`src/ppdg_pkg.sv`:
```
// ppdg_pkg: shared types and constants for the packet pacing delay generator
// word formats, operation codes, register map, reset values, sequencer states
// no dependencies
`default_nettype none

package ppdg_pkg;

   // register map
   localparam int unsigned CsrIndexWidth = 3;
   localparam int unsigned CsrDataWidth  = 32;

   localparam logic [CsrIndexWidth-1:0] REG_PACING_MODE   = 3'd0;
   localparam logic [CsrIndexWidth-1:0] REG_INTERVAL      = 3'd1;
   localparam logic [CsrIndexWidth-1:0] REG_BURST_LEN     = 3'd2;
   localparam logic [CsrIndexWidth-1:0] REG_BURST_GAP     = 3'd3;
   localparam logic [CsrIndexWidth-1:0] REG_BACKOFF_BASE  = 3'd4;
   localparam logic [CsrIndexWidth-1:0] REG_RETRY_LIMIT   = 3'd5;
   localparam logic [CsrIndexWidth-1:0] REG_CYCLES_PER_US = 3'd6;

   // reset values
   localparam logic [31:0] ResetInterval     = 32'd1000000;
   localparam logic [15:0] ResetBurstSize    = 16'd10;
   localparam logic [31:0] ResetBurstGap     = 32'd5000000;
   localparam logic [31:0] ResetBackoffBase  = 32'd100000;
   localparam logic [4:0]  ResetRetryLimit   = 5'd5;
   localparam logic [15:0] ResetCyclesPerUs  = 16'd1000;

   // command queue between front and back
   localparam int unsigned QueueDepth      = 2;
   localparam int unsigned QueuePtrWidth   = $clog2(QueueDepth);
   localparam int unsigned QueueCountWidth = $clog2(QueueDepth + 1);

   // serial divider
   localparam int unsigned DivSteps      = 64;
   localparam int unsigned DivCountWidth = $clog2(DivSteps + 1);

   typedef enum logic [1:0] {
      MODE_CONTINUOUS = 2'd0,
      MODE_BURST      = 2'd1,
      MODE_RATE_LIMIT = 2'd2,
      MODE_BACKOFF    = 2'd3
   } mode_type;

   typedef enum logic [2:0] {
      OP_CLEAR   = 3'd0,
      OP_FIXED   = 3'd1,
      OP_BURST   = 3'd2,
      OP_RATE    = 3'd3,
      OP_BACKOFF = 3'd4
   } op_type;

   typedef enum logic [1:0] {
      ST_FETCH  = 2'd0,
      ST_DIVIDE = 2'd1,
      ST_FINISH = 2'd2
   } state_type;

   typedef struct packed {
      logic        kind;
      logic [63:0] now_cycles;
   } req_type;

   typedef struct packed {
      logic [31:0] delay_us;
      logic        burst_gap;
      logic        retries_exhausted;
   } rsp_type;

   typedef struct packed {
      op_type      op;
      logic [63:0] now_cycles;
   } entry_type;

   typedef struct packed {
      mode_type    pacing_mode;
      logic [31:0] packet_interval_us;
      logic [15:0] packets_per_burst;
      logic [31:0] burst_gap_us;
      logic [31:0] backoff_base_us;
      logic [4:0]  retry_limit;
      logic [15:0] cycles_per_microsecond;
   } cfg_type;

   typedef struct packed {
      logic busy;
      logic done;
   } div_status_type;

endpackage

`default_nettype wire

```
`src/ppdg_front.sv`:
```
// ppdg_front: accepts request words, classifies them into operations and
// holds them in a short queue for the back end
// depends on ppdg_pkg
`default_nettype none

module ppdg_front (
   input  wire logic                  clock,
   input  wire logic                  reset,
   input  wire logic                  req_valid,
   output logic                       req_stall,
   input  wire ppdg_pkg::req_type     req_payload,
   input  wire ppdg_pkg::mode_type    pacing_mode,
   input  wire logic                  pop,
   output logic                       entry_valid,
   output ppdg_pkg::entry_type        entry
);

   logic [ppdg_pkg::QueueCountWidth-1:0] count_ff, count_in;
   logic [ppdg_pkg::QueuePtrWidth-1:0]   wr_ptr_ff, wr_ptr_in;
   logic [ppdg_pkg::QueuePtrWidth-1:0]   rd_ptr_ff, rd_ptr_in;
   ppdg_pkg::entry_type                  queue_ff [ppdg_pkg::QueueDepth];
   ppdg_pkg::entry_type                  classified;
   logic                                 push;
   logic                                 do_pop;

   assign req_stall   = (count_ff == ppdg_pkg::QueueCountWidth'(ppdg_pkg::QueueDepth));
   assign push        = req_valid && !req_stall;
   assign entry_valid = (count_ff != '0);
   assign do_pop      = pop && entry_valid;
   assign entry       = queue_ff[rd_ptr_ff];

   // operation decode
   always_comb begin
      classified.now_cycles = req_payload.now_cycles;
      if (req_payload.kind) begin
         classified.op = ppdg_pkg::OP_CLEAR;
      end else begin
         unique case (pacing_mode)
            ppdg_pkg::MODE_CONTINUOUS: classified.op = ppdg_pkg::OP_FIXED;
            ppdg_pkg::MODE_BURST:      classified.op = ppdg_pkg::OP_BURST;
            ppdg_pkg::MODE_RATE_LIMIT: classified.op = ppdg_pkg::OP_RATE;
            ppdg_pkg::MODE_BACKOFF:    classified.op = ppdg_pkg::OP_BACKOFF;
            default:                   classified.op = ppdg_pkg::OP_FIXED;
         endcase
      end
   end

   always_comb begin
      wr_ptr_in = wr_ptr_ff;
      rd_ptr_in = rd_ptr_ff;
      count_in  = count_ff;
      if (push) begin
         wr_ptr_in = (wr_ptr_ff == ppdg_pkg::QueuePtrWidth'(ppdg_pkg::QueueDepth - 1))
                     ? '0 : wr_ptr_ff + 1'b1;
      end
      if (do_pop) begin
         rd_ptr_in = (rd_ptr_ff == ppdg_pkg::QueuePtrWidth'(ppdg_pkg::QueueDepth - 1))
                     ? '0 : rd_ptr_ff + 1'b1;
      end
      priority if (push && !do_pop) begin
         count_in = count_ff + 1'b1;
      end else if (do_pop && !push) begin
         count_in = count_ff - 1'b1;
      end
   end

   always_ff @(posedge clock) begin
      if (reset) begin
         count_ff  <= '0;
         wr_ptr_ff <= '0;
         rd_ptr_ff <= '0;
      end else begin
         count_ff  <= count_in;
         wr_ptr_ff <= wr_ptr_in;
         rd_ptr_ff <= rd_ptr_in;
      end
   end

   always_ff @(posedge clock) begin
      if (push) begin
         queue_ff[wr_ptr_ff] <= classified;
      end
   end

endmodule

`default_nettype wire

```
`src/ppdg_div.sv`:
```
// ppdg_div: restoring divider, 64-bit dividend by 16-bit divisor, one
// quotient bit per cycle; a zero divisor divides by one
// depends on ppdg_pkg
`default_nettype none

module ppdg_div (
   input  wire logic                clock,
   input  wire logic                reset,
   input  wire logic                start,
   input  wire logic [63:0]         dividend,
   input  wire logic [15:0]         divisor,
   output ppdg_pkg::div_status_type status,
   output logic [63:0]              quotient
);

   logic [ppdg_pkg::DivCountWidth-1:0] count_ff, count_in;
   logic                               done_ff, done_in;
   logic [63:0]                        quot_ff, quot_in;
   logic [15:0]                        rem_ff, rem_in;
   logic [15:0]                        divisor_ff, divisor_in;
   logic [16:0]                        partial;
   logic [16:0]                        reduced;
   logic                               fits;

   assign partial = {rem_ff, quot_ff[63]};
   assign reduced = partial - {1'b0, divisor_ff};
   assign fits    = (partial >= {1'b0, divisor_ff});

   always_comb begin
      count_in   = count_ff;
      done_in    = 1'b0;
      quot_in    = quot_ff;
      rem_in     = rem_ff;
      divisor_in = divisor_ff;
      if (start) begin
         count_in   = ppdg_pkg::DivCountWidth'(ppdg_pkg::DivSteps);
         quot_in    = dividend;
         rem_in     = '0;
         divisor_in = (divisor == '0) ? 16'd1 : divisor;
      end else if (count_ff != '0) begin
         count_in = count_ff - 1'b1;
         done_in  = (count_ff == ppdg_pkg::DivCountWidth'(1));
         quot_in  = {quot_ff[62:0], fits};
         rem_in   = fits ? reduced[15:0] : partial[15:0];
      end
   end

   always_ff @(posedge clock) begin
      if (reset) begin
         count_ff <= '0;
         done_ff  <= 1'b0;
      end else begin
         count_ff <= count_in;
         done_ff  <= done_in;
      end
   end

   always_ff @(posedge clock) begin
      quot_ff    <= quot_in;
      rem_ff     <= rem_in;
      divisor_ff <= divisor_in;
   end

   assign status.busy = (count_ff != '0);
   assign status.done = done_ff;
   assign quotient    = quot_ff;

endmodule

`default_nettype wire

```
`src/ppdg_back.sv`:
```
// ppdg_back: executes queued operations, keeps the burst/retry position and
// the previous send stamp, and drives the result register
// depends on ppdg_pkg; the divide unit sits beside it in the top level
`default_nettype none

module ppdg_back #(
   parameter int unsigned DELAY_WIDTH = 32
) (
   input  wire logic                       clock,
   input  wire logic                       reset,
   input  wire ppdg_pkg::cfg_type          cfg,
   input  wire logic                       entry_valid,
   input  wire ppdg_pkg::entry_type        entry,
   output logic                            pop,
   output logic                            div_start,
   output logic [63:0]                     div_dividend,
   output logic [15:0]                     div_divisor,
   input  wire ppdg_pkg::div_status_type   div_status,
   input  wire logic [63:0]                div_quotient,
   output logic                            rsp_valid,
   input  wire logic                       rsp_stall,
   output ppdg_pkg::rsp_type               rsp_payload
);

   localparam logic [63:0] DelayMax =
      (DELAY_WIDTH >= 64) ? 64'hFFFF_FFFF_FFFF_FFFF : ((64'd1 << DELAY_WIDTH) - 64'd1);

   ppdg_pkg::state_type state_ff, state_in;
   logic [15:0]         position_ff, position_in;
   logic [63:0]         prev_ff, prev_in;
   logic                rsp_valid_ff, rsp_valid_in;
   ppdg_pkg::rsp_type   rsp_ff, rsp_in;

   logic                slot_free;
   logic                needs_divide;
   logic                load;
   ppdg_pkg::rsp_type   fetch_rsp;
   logic [15:0]         fetch_position;
   logic [15:0]         burst_len;
   logic [16:0]         burst_next;
   logic [63:0]         shifted;
   logic                saturated;
   logic [31:0]         backoff_delay;
   logic [31:0]         rate_delay;

   assign slot_free    = !rsp_valid_ff || !rsp_stall;
   assign needs_divide = (entry.op == ppdg_pkg::OP_RATE) && (prev_ff != '0);
   assign div_dividend = entry.now_cycles - prev_ff;
   assign div_divisor  = cfg.cycles_per_microsecond;

   assign burst_len     = (cfg.packets_per_burst == '0) ? 16'd1 : cfg.packets_per_burst;
   assign burst_next    = {1'b0, position_ff} + 17'd1;
   assign shifted       = {32'd0, cfg.backoff_base_us} << position_ff[4:0];
   assign saturated     = |(shifted & ~DelayMax);
   assign backoff_delay = saturated ? DelayMax[31:0] : shifted[31:0];
   assign rate_delay    = (div_quotient < {32'd0, cfg.packet_interval_us})
                          ? cfg.packet_interval_us - div_quotient[31:0] : 32'd0;

   // result of an operation that does not use the divider
   always_comb begin
      fetch_rsp      = '0;
      fetch_position = position_ff;
      unique case (entry.op)
         ppdg_pkg::OP_CLEAR: begin
            fetch_position = '0;
         end
         ppdg_pkg::OP_FIXED: begin
            fetch_rsp.delay_us = cfg.packet_interval_us;
         end
         ppdg_pkg::OP_BURST: begin
            if (burst_next >= {1'b0, burst_len}) begin
               fetch_position      = '0;
               fetch_rsp.delay_us  = cfg.burst_gap_us;
               fetch_rsp.burst_gap = 1'b1;
            end else begin
               fetch_position     = burst_next[15:0];
               fetch_rsp.delay_us = cfg.packet_interval_us;
            end
         end
         ppdg_pkg::OP_RATE: begin
            // first packet: nothing to wait for
            fetch_rsp.delay_us = 32'd0;
         end
         ppdg_pkg::OP_BACKOFF: begin
            if (position_ff < {11'd0, cfg.retry_limit}) begin
               fetch_position     = position_ff + 16'd1;
               fetch_rsp.delay_us = backoff_delay;
            end else begin
               fetch_position              = '0;
               fetch_rsp.delay_us          = cfg.backoff_base_us;
               fetch_rsp.retries_exhausted = 1'b1;
            end
         end
         default: begin
            fetch_rsp = '0;
         end
      endcase
   end

   // next state
   always_comb begin
      state_in = state_ff;
      unique case (state_ff)
         ppdg_pkg::ST_FETCH: begin
            if (entry_valid && needs_divide) begin
               state_in = ppdg_pkg::ST_DIVIDE;
            end
         end
         ppdg_pkg::ST_DIVIDE: begin
            if (div_status.done) begin
               state_in = ppdg_pkg::ST_FINISH;
            end
         end
         ppdg_pkg::ST_FINISH: begin
            if (slot_free) begin
               state_in = ppdg_pkg::ST_FETCH;
            end
         end
         default: begin
            state_in = ppdg_pkg::ST_FETCH;
         end
      endcase
   end

   // outputs and datapath updates
   always_comb begin
      pop         = 1'b0;
      div_start   = 1'b0;
      load        = 1'b0;
      rsp_in      = rsp_ff;
      position_in = position_ff;
      prev_in     = prev_ff;
      unique case (state_ff)
         ppdg_pkg::ST_FETCH: begin
            if (entry_valid && (needs_divide || slot_free)) begin
               pop         = 1'b1;
               div_start   = needs_divide;
               load        = !needs_divide;
               rsp_in      = fetch_rsp;
               position_in = fetch_position;
               prev_in     = (entry.op == ppdg_pkg::OP_CLEAR) ? 64'd0 : entry.now_cycles;
            end
         end
         ppdg_pkg::ST_FINISH: begin
            if (slot_free) begin
               load   = 1'b1;
               rsp_in = '{delay_us: rate_delay, burst_gap: 1'b0, retries_exhausted: 1'b0};
            end
         end
         default: begin
         end
      endcase
      priority if (load) begin
         rsp_valid_in = 1'b1;
      end else if (!rsp_stall) begin
         rsp_valid_in = 1'b0;
      end else begin
         rsp_valid_in = rsp_valid_ff;
      end
   end

   always_ff @(posedge clock) begin
      if (reset) begin
         state_ff     <= ppdg_pkg::ST_FETCH;
         position_ff  <= '0;
         prev_ff      <= '0;
         rsp_valid_ff <= 1'b0;
      end else begin
         state_ff     <= state_in;
         position_ff  <= position_in;
         prev_ff      <= prev_in;
         rsp_valid_ff <= rsp_valid_in;
      end
   end

   always_ff @(posedge clock) begin
      if (load) begin
         rsp_ff <= rsp_in;
      end
   end

   assign rsp_valid   = rsp_valid_ff;
   assign rsp_payload = rsp_ff;

endmodule

`default_nettype wire

```
`src/packet_pacing_delay_generator.sv`:
```
// packet_pacing_delay_generator: top level with register file, front queue,
// back end sequencer and serial divider
// depends on ppdg_pkg, ppdg_front, ppdg_back, ppdg_div
//
// For each request word (a packet send with its cycle stamp, or a pacing
// reset) the block returns one response word with the delay in microseconds
// for the current mode: continuous, burst, rate limited or exponential
// backoff. Requests enter a two-word queue and are executed one at a time.
// Continuous, burst, backoff, pacing reset and the first rate limited packet
// go from the fetch state straight to the response register. A rate limited
// send after an earlier send converts elapsed cycles to microseconds in a
// bit-serial 64-bit divider. The user must write registers through the csr
// port only while no request is in flight; the block does not enforce this.
`default_nettype none

module packet_pacing_delay_generator #(
   parameter int unsigned DELAY_WIDTH = 32
) (
   input  wire logic                                 clock,
   input  wire logic                                 reset,
   input  wire logic                                 req_valid,
   output logic                                      req_stall,
   input  wire ppdg_pkg::req_type                    req_payload,
   output logic                                      rsp_valid,
   input  wire logic                                 rsp_stall,
   output ppdg_pkg::rsp_type                         rsp_payload,
   input  wire logic                                 csr_valid,
   output logic                                      csr_ready,
   input  wire logic [ppdg_pkg::CsrIndexWidth-1:0]   csr_index,
   input  wire logic [ppdg_pkg::CsrDataWidth-1:0]    csr_wdata
);

   ppdg_pkg::cfg_type        cfg_ff, cfg_in;
   logic                     pop;
   logic                     entry_valid;
   ppdg_pkg::entry_type      entry;
   logic                     div_start;
   logic [63:0]              div_dividend;
   logic [15:0]              div_divisor;
   ppdg_pkg::div_status_type div_status;
   logic [63:0]              div_quotient;

   assign csr_ready = 1'b1;

   always_comb begin
      cfg_in = cfg_ff;
      if (csr_valid && csr_ready) begin
         unique case (csr_index)
            ppdg_pkg::REG_PACING_MODE:
               cfg_in.pacing_mode = ppdg_pkg::mode_type'(csr_wdata[1:0]);
            ppdg_pkg::REG_INTERVAL:      cfg_in.packet_interval_us     = csr_wdata;
            ppdg_pkg::REG_BURST_LEN:     cfg_in.packets_per_burst      = csr_wdata[15:0];
            ppdg_pkg::REG_BURST_GAP:     cfg_in.burst_gap_us           = csr_wdata;
            ppdg_pkg::REG_BACKOFF_BASE:  cfg_in.backoff_base_us        = csr_wdata;
            ppdg_pkg::REG_RETRY_LIMIT:   cfg_in.retry_limit            = csr_wdata[4:0];
            ppdg_pkg::REG_CYCLES_PER_US: cfg_in.cycles_per_microsecond = csr_wdata[15:0];
            default: begin
            end
         endcase
      end
   end

   always_ff @(posedge clock) begin
      if (reset) begin
         cfg_ff.pacing_mode            <= ppdg_pkg::MODE_CONTINUOUS;
         cfg_ff.packet_interval_us     <= ppdg_pkg::ResetInterval;
         cfg_ff.packets_per_burst      <= ppdg_pkg::ResetBurstSize;
         cfg_ff.burst_gap_us           <= ppdg_pkg::ResetBurstGap;
         cfg_ff.backoff_base_us        <= ppdg_pkg::ResetBackoffBase;
         cfg_ff.retry_limit            <= ppdg_pkg::ResetRetryLimit;
         cfg_ff.cycles_per_microsecond <= ppdg_pkg::ResetCyclesPerUs;
      end else begin
         cfg_ff <= cfg_in;
      end
   end

   ppdg_front u_front (
      .clock       (clock),
      .reset       (reset),
      .req_valid   (req_valid),
      .req_stall   (req_stall),
      .req_payload (req_payload),
      .pacing_mode (cfg_ff.pacing_mode),
      .pop         (pop),
      .entry_valid (entry_valid),
      .entry       (entry)
   );

   ppdg_div u_div (
      .clock    (clock),
      .reset    (reset),
      .start    (div_start),
      .dividend (div_dividend),
      .divisor  (div_divisor),
      .status   (div_status),
      .quotient (div_quotient)
   );

   ppdg_back #(
      .DELAY_WIDTH (DELAY_WIDTH)
   ) u_back (
      .clock        (clock),
      .reset        (reset),
      .cfg          (cfg_ff),
      .entry_valid  (entry_valid),
      .entry        (entry),
      .pop          (pop),
      .div_start    (div_start),
      .div_dividend (div_dividend),
      .div_divisor  (div_divisor),
      .div_status   (div_status),
      .div_quotient (div_quotient),
      .rsp_valid    (rsp_valid),
      .rsp_stall    (rsp_stall),
      .rsp_payload  (rsp_payload)
   );

   // the two flags come from different modes
   a_flags_exclusive: assert property (@(posedge clock) disable iff (reset)
      rsp_valid |-> !(rsp_payload.burst_gap && rsp_payload.retries_exhausted))
      else $error("burst gap and retries exhausted in one word");

   a_gap_delay: assert property (@(posedge clock) disable iff (reset)
      (rsp_valid && rsp_payload.burst_gap) |-> (rsp_payload.delay_us == cfg_ff.burst_gap_us))
      else $error("burst gap word without burst gap delay");

   a_restart_delay: assert property (@(posedge clock) disable iff (reset)
      (rsp_valid && rsp_payload.retries_exhausted)
         |-> (rsp_payload.delay_us == cfg_ff.backoff_base_us))
      else $error("backoff restart word without base delay");

   a_divider_idle_on_start: assert property (@(posedge clock) disable iff (reset)
      div_start |-> !div_status.busy)
      else $error("divider restarted while busy");

   a_reset_clears_rsp: assert property (@(posedge clock)
      $past(reset) |-> !rsp_valid)
      else $error("response valid right after reset");

endmodule

`default_nettype wire
```
`config.mk`:
```
export PLATFORM = sky130hd
export DESIGN_NAME = packet_pacing_delay_generator
export DESIGN_NICKNAME = d
export VERILOG_FILES = /design/src/ppdg_pkg.sv /design/src/ppdg_front.sv /design/src/ppdg_div.sv /design/src/ppdg_back.sv /design/src/packet_pacing_delay_generator.sv
export SDC_FILE = /design/constraint.sdc
export NUM_CORES = 1
export LEC_CHECK = 0
export BUFFER_PORTS_ARGS = -buffer_cell sky130_fd_sc_hd__buf_2
export CAP_MARGIN = 20
export CORE_ASPECT_RATIO = 0.7
export CORE_MARGIN = 5
export CORE_UTILIZATION = 64
export CTS_BUF_LIST = sky130_fd_sc_hd__clkbuf_2 sky130_fd_sc_hd__clkbuf_4 sky130_fd_sc_hd__clkbuf_8
export CTS_CLUSTER_DIAMETER = 80
export DETAILED_ROUTE_END_ITERATION = 7
export PLACE_DENSITY = 0.82
export SKIP_LAST_GASP = 1
export SLEW_MARGIN = 30
export SYNTH_ARGS = -nofsm -noshare
export SYNTH_HDL_FRONTEND = slang
export SYNTH_SLANG_ARGS = --single-unit
```
`constraint.sdc`:
```
create_clock -name clock -period 5.7 [get_ports clock]
set_input_delay 0.285 -clock clock [delete_from_list [all_inputs] [get_ports clock]]
set_output_delay 0.285 -clock clock [all_outputs]
set_load 0.005 [all_outputs]
```
# Word level (Yosys, flattened, before mapping)
# Memory sizes are Yosys's and may differ from the RTL's. A register that Yosys moved wholly into a read port is not among the register bits.
# Cells that the tools add are included.
# W data, S select, Z words.
# classes
n_mux	45
order_cmp	4
shift	1
add_sub_neg	10
bitwise_logic	1
n_reduce_logical	42
n_eq_ne	22
# op_table
cell	count
$mux W64	3
$mux W32	4
$pmux W32 S3	1
$mux W34	2
$pmux W34 S2	1
$lt A64 B32 Y1	1
$mux W16	4
$reduce_bool A64 Y1	1
$shl A32 B5 Y64	1
$sub A64 B64 Y64	1
$pmux W16 S3	1
$ge A17 B16 Y1	2
$logic_not A16 Y1	2
$reduce_or A32 Y1	1
$sub A32 B32 Y32	1
$mux W1	18
$add A16 B1 Y17 const B	1
$add A16 B1 Y16 const B	1
$lt A16 B5 Y1	1
$reduce_and A2 Y1	8
$sub A16 B16 Y16	1
$mux W7	2
$eq A3 B2 Y1 const B	4
$eq A3 B3 Y1 const B	4
28 further kinds	59
# word_totals
memories	1
ram_bits	134
regBits	360
word_cells	149
in_bits	105
# mem_list
memory	depth	word_bits	rd	rd_ports_with_merged_regs	write_ports	line	rtl
u_front.queue_ff	2	67	1	1	1	ppdg_front.sv:21	ppdg_pkg::entry_type queue_ff [ppdg_pkg::QueueDepth];

# Longest topological paths before layout
# logic_depth
word_depth	10
mapped_depth	21

# Cells and area by module
# From an unflattened synthesis, not the netlist that was laid out.
# hier_totals
cells_unflattened	3110
hier_area_um2	30419.2
# by_module_without_submodules
mod	area_per_inst_um2	seq_area_each_um2	cells_each	n_inst
ppdg_back	14546.5	2682.6	1926	1
packet_pacing_delay_generator	5477.8	2702.6	508	1
ppdg_div	5275.1	2882.8	434	1
ppdg_front	5119.9	4124.0	242	1

# Worst setup path before layout
# OpenSTA, ideal clock, no wires.
# synth_path
path_type	reg2reg
start	reg u_back.position_ff[1]
end	reg u_back.rsp_ff, in the netlist u_back.rsp_payload[31] (data pin)
synth_period_minus_slack_ns	4.537
path_buffers	3
slack_ns	1.163
stages_incl_launch_ff	21
arrival_time_ns	4.268
cell_sequence	dfxtp_1 buf_6 buf_4 inv_1 nor4_1 and3_1 and3_1 and3_1 and3_1 nand3_1 xnor2_1 ha_1 a2111o_1 a21oi_1 o22a_1 a21oi_1 nor2b_1 clkbuf_1 o2bb2ai_1 a221oi_1 o21ai_0
# synth_lines
element	line	rtl
start: declaration	ppdg_back.sv:29	logic [15:0] position_ff, position_in;
start signal: assignment	ppdg_back.sv:170	position_ff <= position_in;
end signal: assignment	ppdg_back.sv:178	rsp_ff <= rsp_in;
end: declaration	ppdg_back.sv:32	ppdg_pkg::rsp_type rsp_ff, rsp_in;

==> impl_metrics.yaml <==
status:
  outcome: "completed"
finish:
  nets: 3676
  fillers: 3463
  stdcell_count: 4077
  final_layout_size_suffix_gt1_share_pct: 15.35
  area_growth_pct: 12.26
  antennaDiodeCount: 0
global_route:
  grt_pass1_wl_um: 142400
  first_global_vias: 24900
  grt_overflow: 0
  antenna_found_initial: 1
  grt_max_degree: 84
  grt.total_usage_pct: 35.61
worst_setup_path:
  worst_setup_path_end_kind: "flop"
  critPathMaxFanout: 31
  reg2regPathDepth: 19
  rr_startpoint: "u_back.position_ff[4]$_SDFFE_PP0P_"
  crit_start: "u_back.position_ff[4]$_SDFFE_PP0P_"
  critPathKind: "flop to flop"
  cp.arrival_ns: 5.70
  reg2reg_slack_ns: 0.42
  cp-endpoint: "u_back.rsp_payload[32]$_DFFE_PP_"
  timing.rr.end: "u_back.rsp_payload[32]$_DFFE_PP_"
  required_ns: 6.12
  worstSetupStartpointType: "flop"
yosys:
  synth_area_per_cell_um2: 9.131
  synth-seq-area-share_pct: 41.67
  synth_common_cells: "443 x nand2_1, 257 x a21oi_1, 248 x edfxtp_1, 247 x dfxtp_1"
  synth-xor-area-share_pct: 3.328
  synth_compound_area_share_pct: 17.21
  syn_inst: 3257
  synth-main-ff-cell: "edfxtp_1"
  ys_types: 81
  synth_edf_count: 248
  yosys.area.top_type: "edfxtp_1"
  synth_mux_area_share_pct: 9.761
  synth_fa_ha_area_share_pct: 7.228
  synth_top_family_by_area: "compound AO/OA/AOI/OAI gates"
  synth_fp_nets: 3532
  syn_area_um2: 29740
  yosys_warnings: 0
  async_reset_ff_share_pct: 0
  synth_top_area_share_pct: 25.04
  synthSimpleGateAreaFrac_pct: 15.31
  ys_seq_elements: 495
  synth_area_leaders: "edfxtp_1 25%, dfxtp_1 17%, ha_1 7.0%"
  yosysMostFrequentCell: "nand2_1"
sta:
  holdWs_ns: 0.04363
  slew_headroom_pct: 31.17
  fmax_mhz: 189.5
  fin_crit_ns: 5.276
  rsz0062_at_grt: "false"
  fin_crit_sh_pct: 92.57
  finalSetupViolCount: 0
  tns_ns: 0
  hold_violations: 0
  report.final.slew_viol_count: 0
  tightest_slew_ns: 1.033
  final.setup_skew_ns: 0.03216
drt:
  dr.first_iter.drc_count: 3124
  routed_wl_um: 93620
  vias: 26240
  final_antenna_net_count: 0
  avgRoutedWirePerCell_um: 22.96
  drc: 0
  via_per_inst: 6.435
  dr.pass1.iters: 8
power:
  peakVddDrop_v: 0.0003941
  power.density_nw_per_um2: 532.8
  p_leak_nw: 13.17
floorplanning:
  fp.dieH_um: 190.4
  core_um2: 46160
  start_util_pct: 64.42
  die_w_um: 267.6
  dieArea_um2: 50950
  io_pins: 142
  rows: 66
cts:
  cts_buffer_depth: 3
  cts_buffers: 77
  path_clk_slew_ns: 0.07
  cts_setup_buffers: 0
  h-tree-depth: 3
  cts_root_buf: "clkbuf_8"
  cts.sinks: 495
  cts_tree: "yes"
  insertion_delay_ns: 0.70
  post_cts_resized: 0
place:
  placed_cells: 3837
  place.gp.congestion: 0.9979
  dpl.hpwl_um: 66520
  port_buffers: 140
min_path:
  hold_path.class: "input port to flop"
run:
  cap_viol_max_count: 0
registers in the layout, indices dropped and copies added (netlist names), named ones only:
signal,flops
u_back.state_ff,2
u_front.wr_ptr_ff,1
u_back.rsp_valid,1
u_div.quotient,64
u_div.count_ff,7
u_front.queue_ff,134
u_back.prev_ff,64
u_div.rem_ff,16
u_back.rsp_payload,34
u_front.rd_ptr_ff,1
u_div.divisor_ff,16
u_div.done_ff,1
cfg_ff,135
u_back.position_ff,16
u_front.count_ff,2
logic make-up (layout without fill, tap and decap cells):
kind of cell | count (synthesis) | in the layout
XOR/XNOR | 113 | 113
multiplexers | 233 | 233
flip-flops | 495 | 495
other | 1 | 1
AND/OR/NAND/NOR | 1003 | 1003
buffers and inverters | 418 | 626
AO/OA/AOI/OAI | 824 | 824
adder cells (fa/ha/maj) | 170 | 170
area by class of cell:
| class | count | area [um^2] | area share [%] |
|---|---|---|---|
| clock buffer | 115 | 1426 | 4.273 |
| sequential | 495 | 12400 | 37.14 |
| tap | 612 | 765.7 | 2.294 |
| multi-input combinational | 2344 | 15800 | 47.32 |
| clock inverter | 28 | 242.7 | 0.7271 |
| inverter | 209 | 784.5 | 2.350 |
| timing repair buffer | 274 | 1968 | 5.896 |
where the power goes:
group / switching (mW) / internal [mW] / total (mW)
logic: 5.53 / 3.42 / 8.96
clock network: 1.54 / 1.76 / 3.30
registers: 0.677 / 4.86 / 5.54
total: 7.75 / 10.0 / 17.8
per-layer routing:
metal	vias to the layer above	global-route usage [%]	share of wire, %
met2	1496	51.83	42
met5	-	0	0
li1	11970	-	-
met3	202	11.60	13
met1	12570	51.65	42
met4	0	9.344	2.7
cells in the final DEF, fill, tap and decap left out, types with 14 or more instances in the layout:
| cell type | n |
|---|---|
| a221oi_1 | 17 |
| o21bai_1 | 16 |
| a211o_1 | 17 |
| nor4_1 | 45 |
| a21oi_1 | 257 |
| mux2_2 | 146 |
| buf_2 | 139 |
| clkbuf_8 | 90 |
| edfxtp_1 | 248 |
| mux2i_1 | 56 |
| ha_1 | 167 |
| nor2b_1 | 29 |
| clkbuf_4 | 25 |
| xor2_1 | 54 |
| o21a_1 | 16 |
| a22oi_1 | 14 |
| xnor2_1 | 59 |
| nor2_1 | 229 |
| buf_4 | 36 |
| dfxtp_1 | 243 |
| and2_1 | 14 |
| nand2b_1 | 18 |
| nor3_1 | 50 |
| a21o_1 | 66 |
| nand4_1 | 32 |
| inv_1 | 206 |
| nand3_1 | 44 |
| o21ai_0 | 233 |
| a31oi_1 | 22 |
| o221ai_1 | 31 |
| and3_1 | 23 |
| dlygate4sd3_1 | 97 |
| a211oi_1 | 20 |
| nand2_1 | 441 |
| mux4_2 | 31 |
| nand3b_1 | 25 |
per-stage QoR:
step                      worst slack [ns]  total power [mW]  area [um^2]  util, %
after global placement              0.7735             13.86        30720    66.56
after floorplan                      1.163             11.47        29740        -
final                               0.4236             17.79        33380    72.32
after global routing               0.02751             18.74        33380    72.32
after CTS                           0.5670             17.50        33370    72.29
after detailed placement            0.6451             14.16        30730    66.57
timing repair:
action	in CTS	in global routing
endpoints found under the setup margin	0	0
hold endpoints to repair	267	0
hold buffers	97	0
critical path, cell delays in order (launching register included):
cell,delay (ns)
dfxtp_1,0.57
inv_1,0.17
nor4_1,0.67
and3_1,0.34
and3_1,0.25
and3_1,0.25
and3_1,0.27
nand3_1,0.12
xnor2_1,0.17
ha_1,0.23
a2111o_1,0.41
nor2_1,0.10
nor3_1,0.06
o31ai_1,0.14
a21oi_1,0.21
nor2b_2,0.20
buf_4,0.27
o2bb2ai_1,0.18
a221oi_1,0.20
o21ai_0,0.15
worst min path at each step:
stage	start	endpoint	slack [ns]	cells after the start
after global placement	cfg_ff[4]$_SDFFE_PP0P_	u_div.divisor_ff[4]$_SDFFCE_PN0P_	0.44	0
after floorplan	req_payload[0]	u_front.queue_ff[0][0]$_DFFE_PP_	0.38	0
after global routing	req_valid	u_front.wr_ptr_ff$_SDFFE_PP0P_	0.04	4
after CTS	reset	u_back.position_ff[14]$_SDFFE_PP0P_	0.009	2
after detailed placement	cfg_ff[74]$_SDFFE_PP0P_	cfg_ff[74]$_SDFFE_PP0P_	0.45	2
final	reset	u_back.position_ff[14]$_SDFFE_PP0P_	0.04	2
Power figures use the tool's default switching activity.
